--- src/ssds_pkg.sv ---
package ssds_pkg;

  localparam int NUM_DIGITS = 4;
  localparam int DIG_IDX_W  = 2;

  localparam int VALUE_W    = 14;
  localparam int PART_W     = 7;
  localparam int SEG_W      = 8;
  localparam int SEL_W      = 4;
  localparam int HOLD_W     = 10;
  localparam int BCD_W      = 4;
  localparam int QUOT_W     = 10;

  localparam int IN_TDATA_W  = 32;
  localparam int OUT_TDATA_W = 24;
  localparam int CFG_ADDR_W  = 3;
  localparam int CFG_DATA_W  = 32;

  localparam logic [VALUE_W-1:0] VALUE_MAX = 14'd9999;
  localparam logic [PART_W-1:0]  PART_MAX  = 7'd99;

  localparam logic [SEL_W-1:0] SEL_THOU = 4'hE;
  localparam logic [SEL_W-1:0] SEL_HUND = 4'hD;
  localparam logic [SEL_W-1:0] SEL_TENS = 4'hB;
  localparam logic [SEL_W-1:0] SEL_ONES = 4'h7;
  localparam logic [SEL_W-1:0] SEL_NONE = 4'hF;

  localparam logic [HOLD_W-1:0] DWELL_PLAIN = 10'd100;
  localparam logic [HOLD_W-1:0] DWELL_DEC   = 10'd500;

  localparam logic [SEG_W-1:0] POINT_BIT = 8'h80;

  // floor(v/10) = (v * RECIP_10) >> RECIP_SHIFT, exact for v < 43690
  localparam logic [16:0] RECIP_10    = 17'd52429;
  localparam int          RECIP_SHIFT = 19;

  localparam logic [CFG_ADDR_W-1:0] REG_DISPLAY_ENABLE = 3'd0;

  localparam logic [DIG_IDX_W-1:0] IDX_THOU = 2'd0;
  localparam logic [DIG_IDX_W-1:0] IDX_HUND = 2'd1;
  localparam logic [DIG_IDX_W-1:0] IDX_TENS = 2'd2;
  localparam logic [DIG_IDX_W-1:0] IDX_ONES = 2'd3;

  typedef struct packed {
    logic load;
    logic step;
    logic advance;
  } ssds_cmd_t;

  typedef struct packed {
    logic last;
  } ssds_status_t;

  function automatic logic [SEG_W-1:0] seg_font(input logic [BCD_W-1:0] d);
    logic [SEG_W-1:0] s;
    case (d)
      4'd0:    s = 8'h3F;
      4'd1:    s = 8'h06;
      4'd2:    s = 8'h5B;
      4'd3:    s = 8'h4F;
      4'd4:    s = 8'h66;
      4'd5:    s = 8'h6D;
      4'd6:    s = 8'h7D;
      4'd7:    s = 8'h07;
      4'd8:    s = 8'h7F;
      4'd9:    s = 8'h6F;
      default: s = 8'h00;
    endcase
    return s;
  endfunction

  function automatic logic [SEL_W-1:0] digit_sel(input logic [DIG_IDX_W-1:0] idx);
    logic [SEL_W-1:0] s;
    case (idx)
      IDX_THOU: s = SEL_THOU;
      IDX_HUND: s = SEL_HUND;
      IDX_TENS: s = SEL_TENS;
      IDX_ONES: s = SEL_ONES;
      default:  s = SEL_NONE;
    endcase
    return s;
  endfunction

endpackage

--- src/ssds_ctrl.sv ---
module ssds_ctrl (
  input  logic                  clk,
  input  logic                  rst_n,
  input  logic                  in_tvalid,
  output logic                  in_tready,
  output logic                  out_tvalid,
  input  logic                  out_tready,
  input  ssds_pkg::ssds_status_t status,
  output ssds_pkg::ssds_cmd_t    cmd
);
  import ssds_pkg::*;

  typedef enum logic [1:0] {
    ST_IDLE,
    ST_CONV,
    ST_EMIT
  } state_t;

  state_t                 state_r, state_nxt;
  logic [DIG_IDX_W-1:0]   cnt_r, cnt_nxt;
  logic                   in_tready_r, in_tready_nxt;
  logic                   out_tvalid_r, out_tvalid_nxt;

  always_comb begin
    state_nxt   = state_r;
    cnt_nxt     = cnt_r;
    cmd         = '0;
    case (state_r)
      ST_IDLE: begin
        if (in_tvalid && in_tready_r) begin
          cmd.load  = 1'b1;
          cnt_nxt   = '0;
          state_nxt = ST_CONV;
        end
      end
      ST_CONV: begin
        cmd.step = 1'b1;
        cnt_nxt  = cnt_r + 1'b1;
        if (cnt_r == DIG_IDX_W'(NUM_DIGITS - 1)) begin
          state_nxt = ST_EMIT;
        end
      end
      ST_EMIT: begin
        if (out_tready && out_tvalid_r) begin
          if (status.last) begin
            state_nxt = ST_IDLE;
          end else begin
            cmd.advance = 1'b1;
          end
        end
      end
      default: state_nxt = ST_IDLE;
    endcase
    in_tready_nxt  = (state_nxt == ST_IDLE);
    out_tvalid_nxt = (state_nxt == ST_EMIT);
  end

  always_ff @(posedge clk) begin
    if (!rst_n) begin
      state_r      <= ST_IDLE;
      cnt_r        <= '0;
      in_tready_r  <= 1'b0;
      out_tvalid_r <= 1'b0;
    end else begin
      state_r      <= state_nxt;
      cnt_r        <= cnt_nxt;
      in_tready_r  <= in_tready_nxt;
      out_tvalid_r <= out_tvalid_nxt;
    end
  end

  assign in_tready  = in_tready_r;
  assign out_tvalid = out_tvalid_r;

endmodule

--- src/ssds_datapath.sv ---
module ssds_datapath (
  input  logic                           clk,
  input  logic                           rst_n,
  input  ssds_pkg::ssds_cmd_t             cmd,
  output ssds_pkg::ssds_status_t          status,
  input  logic                           display_enable,
  input  logic                           req_type,
  input  logic [ssds_pkg::VALUE_W-1:0]   value,
  input  logic [ssds_pkg::PART_W-1:0]    whole_part,
  input  logic [ssds_pkg::PART_W-1:0]    fraction_part,
  output logic [ssds_pkg::SEG_W-1:0]     segments,
  output logic [ssds_pkg::SEL_W-1:0]     digit_select,
  output logic [ssds_pkg::HOLD_W-1:0]    hold_loops,
  output logic                           last
);
  import ssds_pkg::*;

  logic                 blank_r, blank_nxt;
  logic                 dec_r, dec_nxt;
  logic [VALUE_W-1:0]   val_r, val_nxt;
  logic [DIG_IDX_W-1:0] idx_r, idx_nxt;
  logic [BCD_W-1:0]     dig_r [NUM_DIGITS];
  logic [BCD_W-1:0]     dig_nxt [NUM_DIGITS];

  logic [VALUE_W-1:0]   plain_v;
  logic [PART_W-1:0]    w_sat, f_sat;
  logic [VALUE_W-1:0]   dec_v;
  logic [DIG_IDX_W-1:0] start_idx;
  logic [30:0]          prod;
  logic [QUOT_W-1:0]    quot;
  logic [VALUE_W-1:0]   quot_x10;
  logic [VALUE_W-1:0]   rem_full;

  always_comb begin
    plain_v = (value > VALUE_MAX) ? VALUE_MAX : value;
    w_sat   = (whole_part > PART_MAX) ? PART_MAX : whole_part;
    f_sat   = (fraction_part > PART_MAX) ? PART_MAX : fraction_part;
    dec_v   = ({w_sat, 6'b0} + {1'b0, w_sat, 5'b0}) + {5'b0, w_sat, 2'b0}
              + {7'b0, f_sat};
    if (req_type) begin
      start_idx = (w_sat >= 7'd10) ? IDX_THOU : IDX_HUND;
    end else if (plain_v >= 14'd1000) begin
      start_idx = IDX_THOU;
    end else if (plain_v >= 14'd100) begin
      start_idx = IDX_HUND;
    end else if (plain_v >= 14'd10) begin
      start_idx = IDX_TENS;
    end else begin
      start_idx = IDX_ONES;
    end
  end

  always_comb begin
    prod     = 31'(val_r) * 31'(RECIP_10);
    quot     = prod[RECIP_SHIFT +: QUOT_W];
    quot_x10 = {1'b0, quot, 3'b0} + {3'b0, quot, 1'b0};
    rem_full = val_r - quot_x10;
  end

  always_comb begin
    blank_nxt = blank_r;
    dec_nxt   = dec_r;
    val_nxt   = val_r;
    idx_nxt   = idx_r;
    dig_nxt   = dig_r;
    if (cmd.load) begin
      blank_nxt = !display_enable;
      dec_nxt   = req_type;
      val_nxt   = req_type ? dec_v : plain_v;
      idx_nxt   = display_enable ? start_idx : IDX_ONES;
    end else if (cmd.step) begin
      val_nxt    = {4'b0, quot};
      dig_nxt[0] = rem_full[BCD_W-1:0];
      for (int i = 1; i < NUM_DIGITS; i++) begin
        dig_nxt[i] = dig_r[i-1];
      end
    end else if (cmd.advance) begin
      idx_nxt = idx_r + 1'b1;
    end
  end

  always_ff @(posedge clk) begin
    if (!rst_n) begin
      blank_r <= 1'b1;
      dec_r   <= 1'b0;
      idx_r   <= IDX_ONES;
    end else begin
      blank_r <= blank_nxt;
      dec_r   <= dec_nxt;
      idx_r   <= idx_nxt;
    end
  end

  always_ff @(posedge clk) begin
    val_r <= val_nxt;
    dig_r <= dig_nxt;
  end

  always_comb begin
    if (blank_r) begin
      segments     = '0;
      digit_select = SEL_NONE;
      hold_loops   = '0;
      last         = 1'b1;
    end else begin
      segments     = seg_font(dig_r[idx_r]) | ((dec_r && idx_r == IDX_HUND) ? POINT_BIT : '0);
      digit_select = digit_sel(idx_r);
      hold_loops   = dec_r ? DWELL_DEC : DWELL_PLAIN;
      last         = (idx_r == IDX_ONES);
    end
    status.last = last;
  end

endmodule

--- src/seven_segment_digit_sequencer_core.sv ---
// Four-digit seven-segment sequencer.
// Input stream: one display request per transaction. in_tuser carries the
// request kind (0 plain integer, 1 whole.fraction); in_tdata carries value,
// whole part and fraction part.
// Output stream: one transaction per lit digit, in display order, with the
// segment pattern, active-low digit select and dwell count; out_tlast marks
// the final digit of the request. With the display disabled a request gives
// one blank transaction (all segments off, no digit selected, dwell 0).
// After a request is accepted, a four-step decimal conversion (one
// divide-by-ten per cycle) runs before the first digit appears.
// Each request shows 1 to 4 digits. Requests are taken one at a time, and
// in_tready is low until the last digit has been taken.
// A stalled receiver holds the current digit on the output until taken.
// Configuration: display_enable at byte address 0 of the APB port, written
// while no request is in flight. Reset (synchronous, active low) clears the
// register to 0 and returns the block to idle, ready for a request.
module seven_segment_digit_sequencer_core (
  input  logic                              clk,
  input  logic                              rst_n,
  input  logic                              in_tvalid,
  output logic                              in_tready,
  // [13:0] value, [20:14] whole_part, [27:21] fraction_part, [31:28] zero
  input  logic [ssds_pkg::IN_TDATA_W-1:0]   in_tdata,
  // [0] req_type
  input  logic                              in_tuser,
  output logic                              out_tvalid,
  input  logic                              out_tready,
  // [7:0] segments, [11:8] digit_select, [21:12] hold_loops, [23:22] zero
  output logic [ssds_pkg::OUT_TDATA_W-1:0]  out_tdata,
  output logic                              out_tlast,
  input  logic                              cfg_psel,
  input  logic                              cfg_penable,
  input  logic                              cfg_pwrite,
  input  logic [ssds_pkg::CFG_ADDR_W-1:0]   cfg_paddr,
  input  logic [ssds_pkg::CFG_DATA_W-1:0]   cfg_pwdata,
  output logic [ssds_pkg::CFG_DATA_W-1:0]   cfg_prdata,
  output logic                              cfg_pready
);
  import ssds_pkg::*;

  ssds_cmd_t         cmd;
  ssds_status_t      status;
  logic              display_enable_r, display_enable_nxt;
  logic              reg_hit;
  logic [SEG_W-1:0]  segments;
  logic [SEL_W-1:0]  digit_select;
  logic [HOLD_W-1:0] hold_loops;

  assign cfg_pready = 1'b1;
  assign reg_hit    = (cfg_paddr[2] == REG_DISPLAY_ENABLE[2]);

  always_comb begin
    display_enable_nxt = display_enable_r;
    if (cfg_psel && cfg_penable && cfg_pwrite && cfg_pready && reg_hit) begin
      display_enable_nxt = cfg_pwdata[0];
    end
    cfg_prdata = reg_hit ? {{(CFG_DATA_W-1){1'b0}}, display_enable_r} : '0;
  end

  always_ff @(posedge clk) begin
    if (!rst_n) begin
      display_enable_r <= 1'b0;
    end else begin
      display_enable_r <= display_enable_nxt;
    end
  end

  ssds_ctrl u_ctrl (
    .clk        (clk),
    .rst_n      (rst_n),
    .in_tvalid  (in_tvalid),
    .in_tready  (in_tready),
    .out_tvalid (out_tvalid),
    .out_tready (out_tready),
    .status     (status),
    .cmd        (cmd)
  );

  ssds_datapath u_dp (
    .clk            (clk),
    .rst_n          (rst_n),
    .cmd            (cmd),
    .status         (status),
    .display_enable (display_enable_r),
    .req_type       (in_tuser),
    .value          (in_tdata[13:0]),
    .whole_part     (in_tdata[20:14]),
    .fraction_part  (in_tdata[27:21]),
    .segments       (segments),
    .digit_select   (digit_select),
    .hold_loops     (hold_loops),
    .last           (out_tlast)
  );

  assign out_tdata = {2'b00, hold_loops, digit_select, segments};

`ifndef NO_ASSERTIONS
  a_one_at_a_time: assert property (@(posedge clk) disable iff (!rst_n)
    !(out_tvalid && in_tready))
    else $error("input ready while a digit is pending");

  a_blank_is_last: assert property (@(posedge clk) disable iff (!rst_n)
    (out_tvalid && digit_select == SEL_NONE) |-> out_tlast)
    else $error("blank transaction not marked last");

  a_last_frees_input: assert property (@(posedge clk) disable iff (!rst_n)
    (out_tvalid && out_tready && out_tlast) |=> (in_tready && !out_tvalid))
    else $error("block not idle after last digit");

  a_accept_starts_work: assert property (@(posedge clk) disable iff (!rst_n)
    (in_tvalid && in_tready) |=> (!in_tready && !out_tvalid))
    else $error("accepted request did not start conversion");
`endif

endmodule
--- config.mk ---
export PLATFORM = sky130hd
export DESIGN_NAME = seven_segment_digit_sequencer_core
export DESIGN_NICKNAME = d
export VERILOG_FILES = /design/src/ssds_pkg.sv /design/src/ssds_ctrl.sv /design/src/ssds_datapath.sv /design/src/seven_segment_digit_sequencer_core.sv
export SDC_FILE = /design/constraint.sdc
export NUM_CORES = 1
export LEC_CHECK = 0
export BUFFER_PORTS_ARGS = -buffer_cell sky130_fd_sc_hd__buf_2
export CAP_MARGIN = 0
export CORE_MARGIN = 3
export CORE_UTILIZATION = 58
export DETAILED_ROUTE_END_ITERATION = 10
export PLACE_DENSITY = 0.95
export SLEW_MARGIN = 25
export SYNTH_ARGS = -nofsm -noshare
export SYNTH_HDL_FRONTEND = slang
export SYNTH_HIERARCHICAL = 1
export SYNTH_SLANG_ARGS = --single-unit
--- constraint.sdc ---
create_clock -name clk -period 6.4 [get_ports clk]
set_clock_uncertainty 0.2 [all_clocks]
set_input_delay 0 -clock clk [delete_from_list [all_inputs] [get_ports clk]]
set_output_delay 0 -clock clk [all_outputs]
set_load 0.02 [all_outputs]
Word level (Yosys, flattened, before mapping)
Memory sizes are Yosys's and may differ from the RTL's.
Cells that the tools add are included.
W data, S select, Z words.
{"block": "word_totals", "mem_count": 1, "elab_cells": 99, "input_bits": 75, "regBits": 41, "rom_bits": 112}
{"block": "op_classes", "muxes": 40, "bitwise": 4, "reduce_logical": 16, "mul": 1, "n_eq_ne": 9, "add_sub_neg": 7, "magnitude_cmp": 8}
{"memory": "(no name shown)", "depth": 16, "word_bits": 7, "rd": 1, "rd_ports_with_merged_regs": 0, "wr": 0, "line": "ssds_pkg.sv:56", "rtl": "case (d)"}
{"operator": "$mux W14", "count": 4}
{"operator": "$mul A14 B16 Y29 const B", "count": 1}
{"operator": "$mux W2", "count": 12}
{"operator": "$mux W8", "count": 3}
{"operator": "$pmux W4 S4", "count": 1}
{"operator": "$add A13 B12 Y14", "count": 1}
{"operator": "$add A14 B7 Y14", "count": 1}
{"operator": "$add A14 B9 Y14", "count": 1}
{"operator": "$ge A14 B10 Y1 const B", "count": 1}
{"operator": "$ge A14 B4 Y1 const B", "count": 1}
{"operator": "$ge A14 B7 Y1 const B", "count": 1}
{"operator": "$gt A14 B14 Y1 const B", "count": 1}
{"operator": "$gt A7 B7 Y1 const B", "count": 2}
{"operator": "$mux W7", "count": 2}
{"operator": "$mux W4", "count": 3}
{"operator": "$eq A2 B2 Y1 const B", "count": 5}
{"operator": "$mux W1", "count": 10}
{"operator": "$mux W10", "count": 1}
{"operator": "$mux W9", "count": 1}
{"operator": "$bmux W4 S2", "count": 1}
{"operator": "$or A8 B8 Y8", "count": 1}
{"operator": "$ge A7 B4 Y1 const B", "count": 1}
{"operator": "$logic_and A1 B1 Y1", "count": 6}
{"operator": "$logic_not A2 Y1", "count": 3}
{"operator": "13 further kinds", "count": 21}

Logic depth before layout (Yosys ltp)
{"block": "depth", "ltp_word": 9, "ltp_mapped": 23, "ltp_nobuf": 23}

By module
The synthesis kept the hierarchy.
{"mod": "ssds_datapath", "instances": 1, "area_per_inst_um2": 6168.4, "cells_each": 623, "seq_area_each_um2": 980.9}
{"mod": "seven_segment_digit_sequencer_core", "instances": 1, "area_per_inst_um2": 330.3, "cells_each": 42, "seq_area_each_um2": 20.0}
{"mod": "ssds_ctrl", "instances": 1, "area_per_inst_um2": 270.3, "cells_each": 27, "seq_area_each_um2": 120.1}

Worst setup path after synthesis
No wires, ideal clock.
{"block": "synth_timing", "path_type": "register to register", "from": "register u_dp.val_r[12]", "to": "register u_dp/dig_r[15] (netlist name), data pin", "n_path_buf": 0, "period_less_slack_ps": 5840, "required_time_ps": 5942, "stages_incl_launch_ff": 22, "arrival_ps": 5382, "setup_time_ps": 258, "setup_slack_ps": 560, "cell_sequence": "edfxtp_1 inv_1 ha_1 fa_1 fa_1 fa_1 inv_1 fa_1 inv_1 fa_1 inv_1 ha_1 o21a_1 a21oi_1 o21a_1 nand3_1 and2_1 xnor2_1 ha_1 a211oi_1 xnor2_1 xnor2_1"}
{"block": "synth_between", "elab_chain_cells": 3}
{"item": "from (decl)", "line": "ssds_datapath.sv:20", "rtl": "logic [VALUE_W-1:0] val_r, val_nxt;"}
{"item": "from (signal assigned)", "line": "ssds_datapath.sv:95", "rtl": "val_r <= val_nxt;"}
{"item": "$mul A14 B16 Y29", "line": "ssds_datapath.sv:54", "rtl": "prod = 31'(val_r) * 31'(RECIP_10);"}
{"item": "$add A4 B4 Y4", "line": "ssds_datapath.sv:56", "rtl": "quot_x10 = {1'b0, quot, 3'b0} + {3'b0, quot, 1'b0};"}
{"item": "$sub A4 B4 Y4", "line": "ssds_datapath.sv:57", "rtl": "rem_full = val_r - quot_x10;"}
{"item": "net u_dp.rem_full[3]", "line": "ssds_datapath.sv:32", "rtl": "logic [VALUE_W-1:0] rem_full;"}
{"item": "to (signal assigned)", "line": "ssds_datapath.sv:96", "rtl": "dig_r <= dig_nxt;"}
{"item": "to (decl)", "line": "ssds_datapath.sv:22", "rtl": "logic [BCD_W-1:0] dig_r [NUM_DIGITS];"}
The timed path passes the listed nets, and every way through them passes these cells.
A chain may end at the register's enable or synchronous reset.

Worst setup path after layout
{"block": "layout_timing", "from": "register u_dp.val_r[8]", "to": "register u_dp/dig_r[15] (netlist name), data pin"}
The elaborated chain is that of the path after synthesis.

==> out/results.tsv <==
metric	value	unit
synth_seq_area_share	16.6	%
core	0.0111	mm²
clock-sinks	41	
ant_nets	0	
die_area	0.0130	mm²
path_class	reg2reg	
hold_path_class	in2reg	
synthDistinctLibCells	64	
port_buffers	59	
first_pass_iters	5	
globalplace.congestion	0.900	
numCtsBuffers	5	
cts_buffer_depth	2	
grt_pass1_vias	5662	
avgRoutedWirePerCell	18.8	µm
vias_per_cell	6.08	
syn2layout_area_growth	9.26	%
wl	16.9	mm
synth-seq-cells	41	
layout_common_cells	ha_1 (141), inv_1 (106), buf_2 (59), fa_1 (59), conb_1 (38)	
track_usage	26.0	%
crit_slowest_cell	fa_2	
ctsHtreeMaxLevel	2	
setup_viol	0	
die_h	114	µm
dpl.hpwl	12.9	mm
synth_edf_count	30	
hold_violations	0	
clk_latency	0.28	ns
cp_data_arrival_time	6.20	ns
drv_cap	0	
stdcell_area	0.00740	mm²
drive_gt1_share	13.6	%
ioPinCount	135	
overflow	0	
ys.flop_type	edfxtp_1	
crit_chain	ha_4 > inv_1 > fa_2 > fa_1 > fa_1 > inv_1 > fa_1 > inv_1 > fa_1 > inv_1 > ha_1 > nand4_1 > or3_4 > nand3_1 > and2_1 > xnor2_2 > ha_4 > a211oi_4 > xnor2_1 > xnor2_1	
postLayoutSetupSlackWorst	0.0355	ns
yosysWarnings	6	
final_common_cell	ha_1	
max_freq	0.157	GHz
postPlaceCellArea	0.00704	mm²
clkTransAtPathRegs	0.06	ns
finalCriticalPeriod	6.36	ns
nets	1039	
drc	0	
start_kind	register	
layout.cells.non_filler	902	
end_kind	register	
tns	0	ns
maxSlewHeadroom	36.5	%
synth_area	0.00677	mm²
syn_avg_cell_area	9.78	µm²
die_width	114	µm
finalMaxSlewViolations	0	
antenna_found_initial	0	
n_antenna_cell	0	
dp_cells	876	
worst_pin_slew	0.952	ns
rows	38	
start_util	60.8	%
place_ws	-0.0392	ns
syn-instance-count	692	
cts_root_buf	clkbuf_16	
synth-async-reset-ratio	0	%
period_share	99.4	%
status	complete, no violations	
grt_max_degree	37	
cpPeakStageDelay	0.58	ns
drtIter0Drc	435	
required	6.23	ns
crit_fanout	5	
grt_pass1_wl	27.2	mm
cts_tree	yes	
vias	5480	
[path summary, 6_finish.rpt]
path         cells past startpoint  slack (ns)               startpoint                       end
max                             20        0.04  u_dp/val_r[8]$_DFFE_PP_  u_dp/dig_r[15]$_DFFE_PP_
min                              4        0.02              in_tdata[2]   u_dp/val_r[2]$_DFFE_PP_
max reg2reg                     20        0.04  u_dp/val_r[8]$_DFFE_PP_  u_dp/dig_r[15]$_DFFE_PP_
min reg2reg                      0        0.26  u_dp/dig_r[4]$_DFFE_PP_   u_dp/dig_r[0]$_DFFE_PP_
[area by class of cell]
type                            count  area [µm²]
Clock buffer                        5         125
Fill cell                         788        3730
Timing Repair Buffer               81         490
Inverter                          108         405
Sequential cell                    41        1120
Multi-Input combinational cell    524        5060
Clock inverter                      3        17.5
Tap cell                          140         175
[synthesized netlist by cell type, types with 11 or more instances]
library cell,number,area [µm²]
ha_1,143,1790
inv_1,106,398
fa_1,60,1200
buf_4,43,323
nand2_1,34,128
edfxtp_1,30,901
a21oi_1,26,130
nor2_1,26,97.6
o21ai_0,25,125
xnor2_1,17,149
dfxtp_1,11,220
[worst max-delay path, delay by kind of cell, from the launching register on]
family	cells	cell delay (ns)
XOR/XNOR	3	0.48
buffers and inverters	4	0.22
adder cells (fa/ha/maj)	8	3.55
flip-flops	1	0.50
AO/OA/AOI/OAI	1	0.26
AND/OR/NAND/NOR	4	0.91
[cell families after synthesis]
family | Yosys count | share of synthesized area [%]
DFF | 41 | 16.6
adders and majority gates | 203 | 44.2
muxes | 9 | 2.11
xor gates and xnor gates | 23 | 2.98
AOI/OAI and AO/OA | 120 | 12.2
other | 3 | 0.166
buffers and inverters | 162 | 11.4
and+or+nand+nor | 131 | 10.4
[state kept, by name, summed over array words and instances, names as in the netlist, 2 cells and up]
register and count:
u_ctrl/cnt_r 2, u_dp/idx_r 2, u_dp/val_r 14, u_dp/dig_r 16, u_ctrl/state_r 2
[metal layers]
metal / wire (µm) / GRT usage (%)
met1: 6160 / 31.1
met2: 8600 / 46.8
met3: 1280 / 3.24
met4: 911 / 11.6
met5: 0 / 0
[per-stage QoR]
step | util, % | hold WS, ns
2_1_floorplan | - | -0.138
3_3_place_gp | 63.2 | 0.0514
3_5_place_dp | 63.2 | 0.0555
4_1_cts | 65.7 | 0.00265
5_1_grt | 66.5 | 0.0134
6_report | 66.5 | 0.0210
[timing repair]
| item | CTS | global route |
|---|---|---|
| buffers inserted | 0 | 6 |
| endpoints found under the hold margin | 16 | 0 |
| pin swaps | 0 | 1 |
| setup endpoints to repair | 1 | 1 |
| hold buffers | 12 | 0 |
| resized for setup | 3 | 5 |
Power is left out: the tool's default activity adds up to more than one toggle a clock period on the data nets, which glitch-free logic cannot reach.
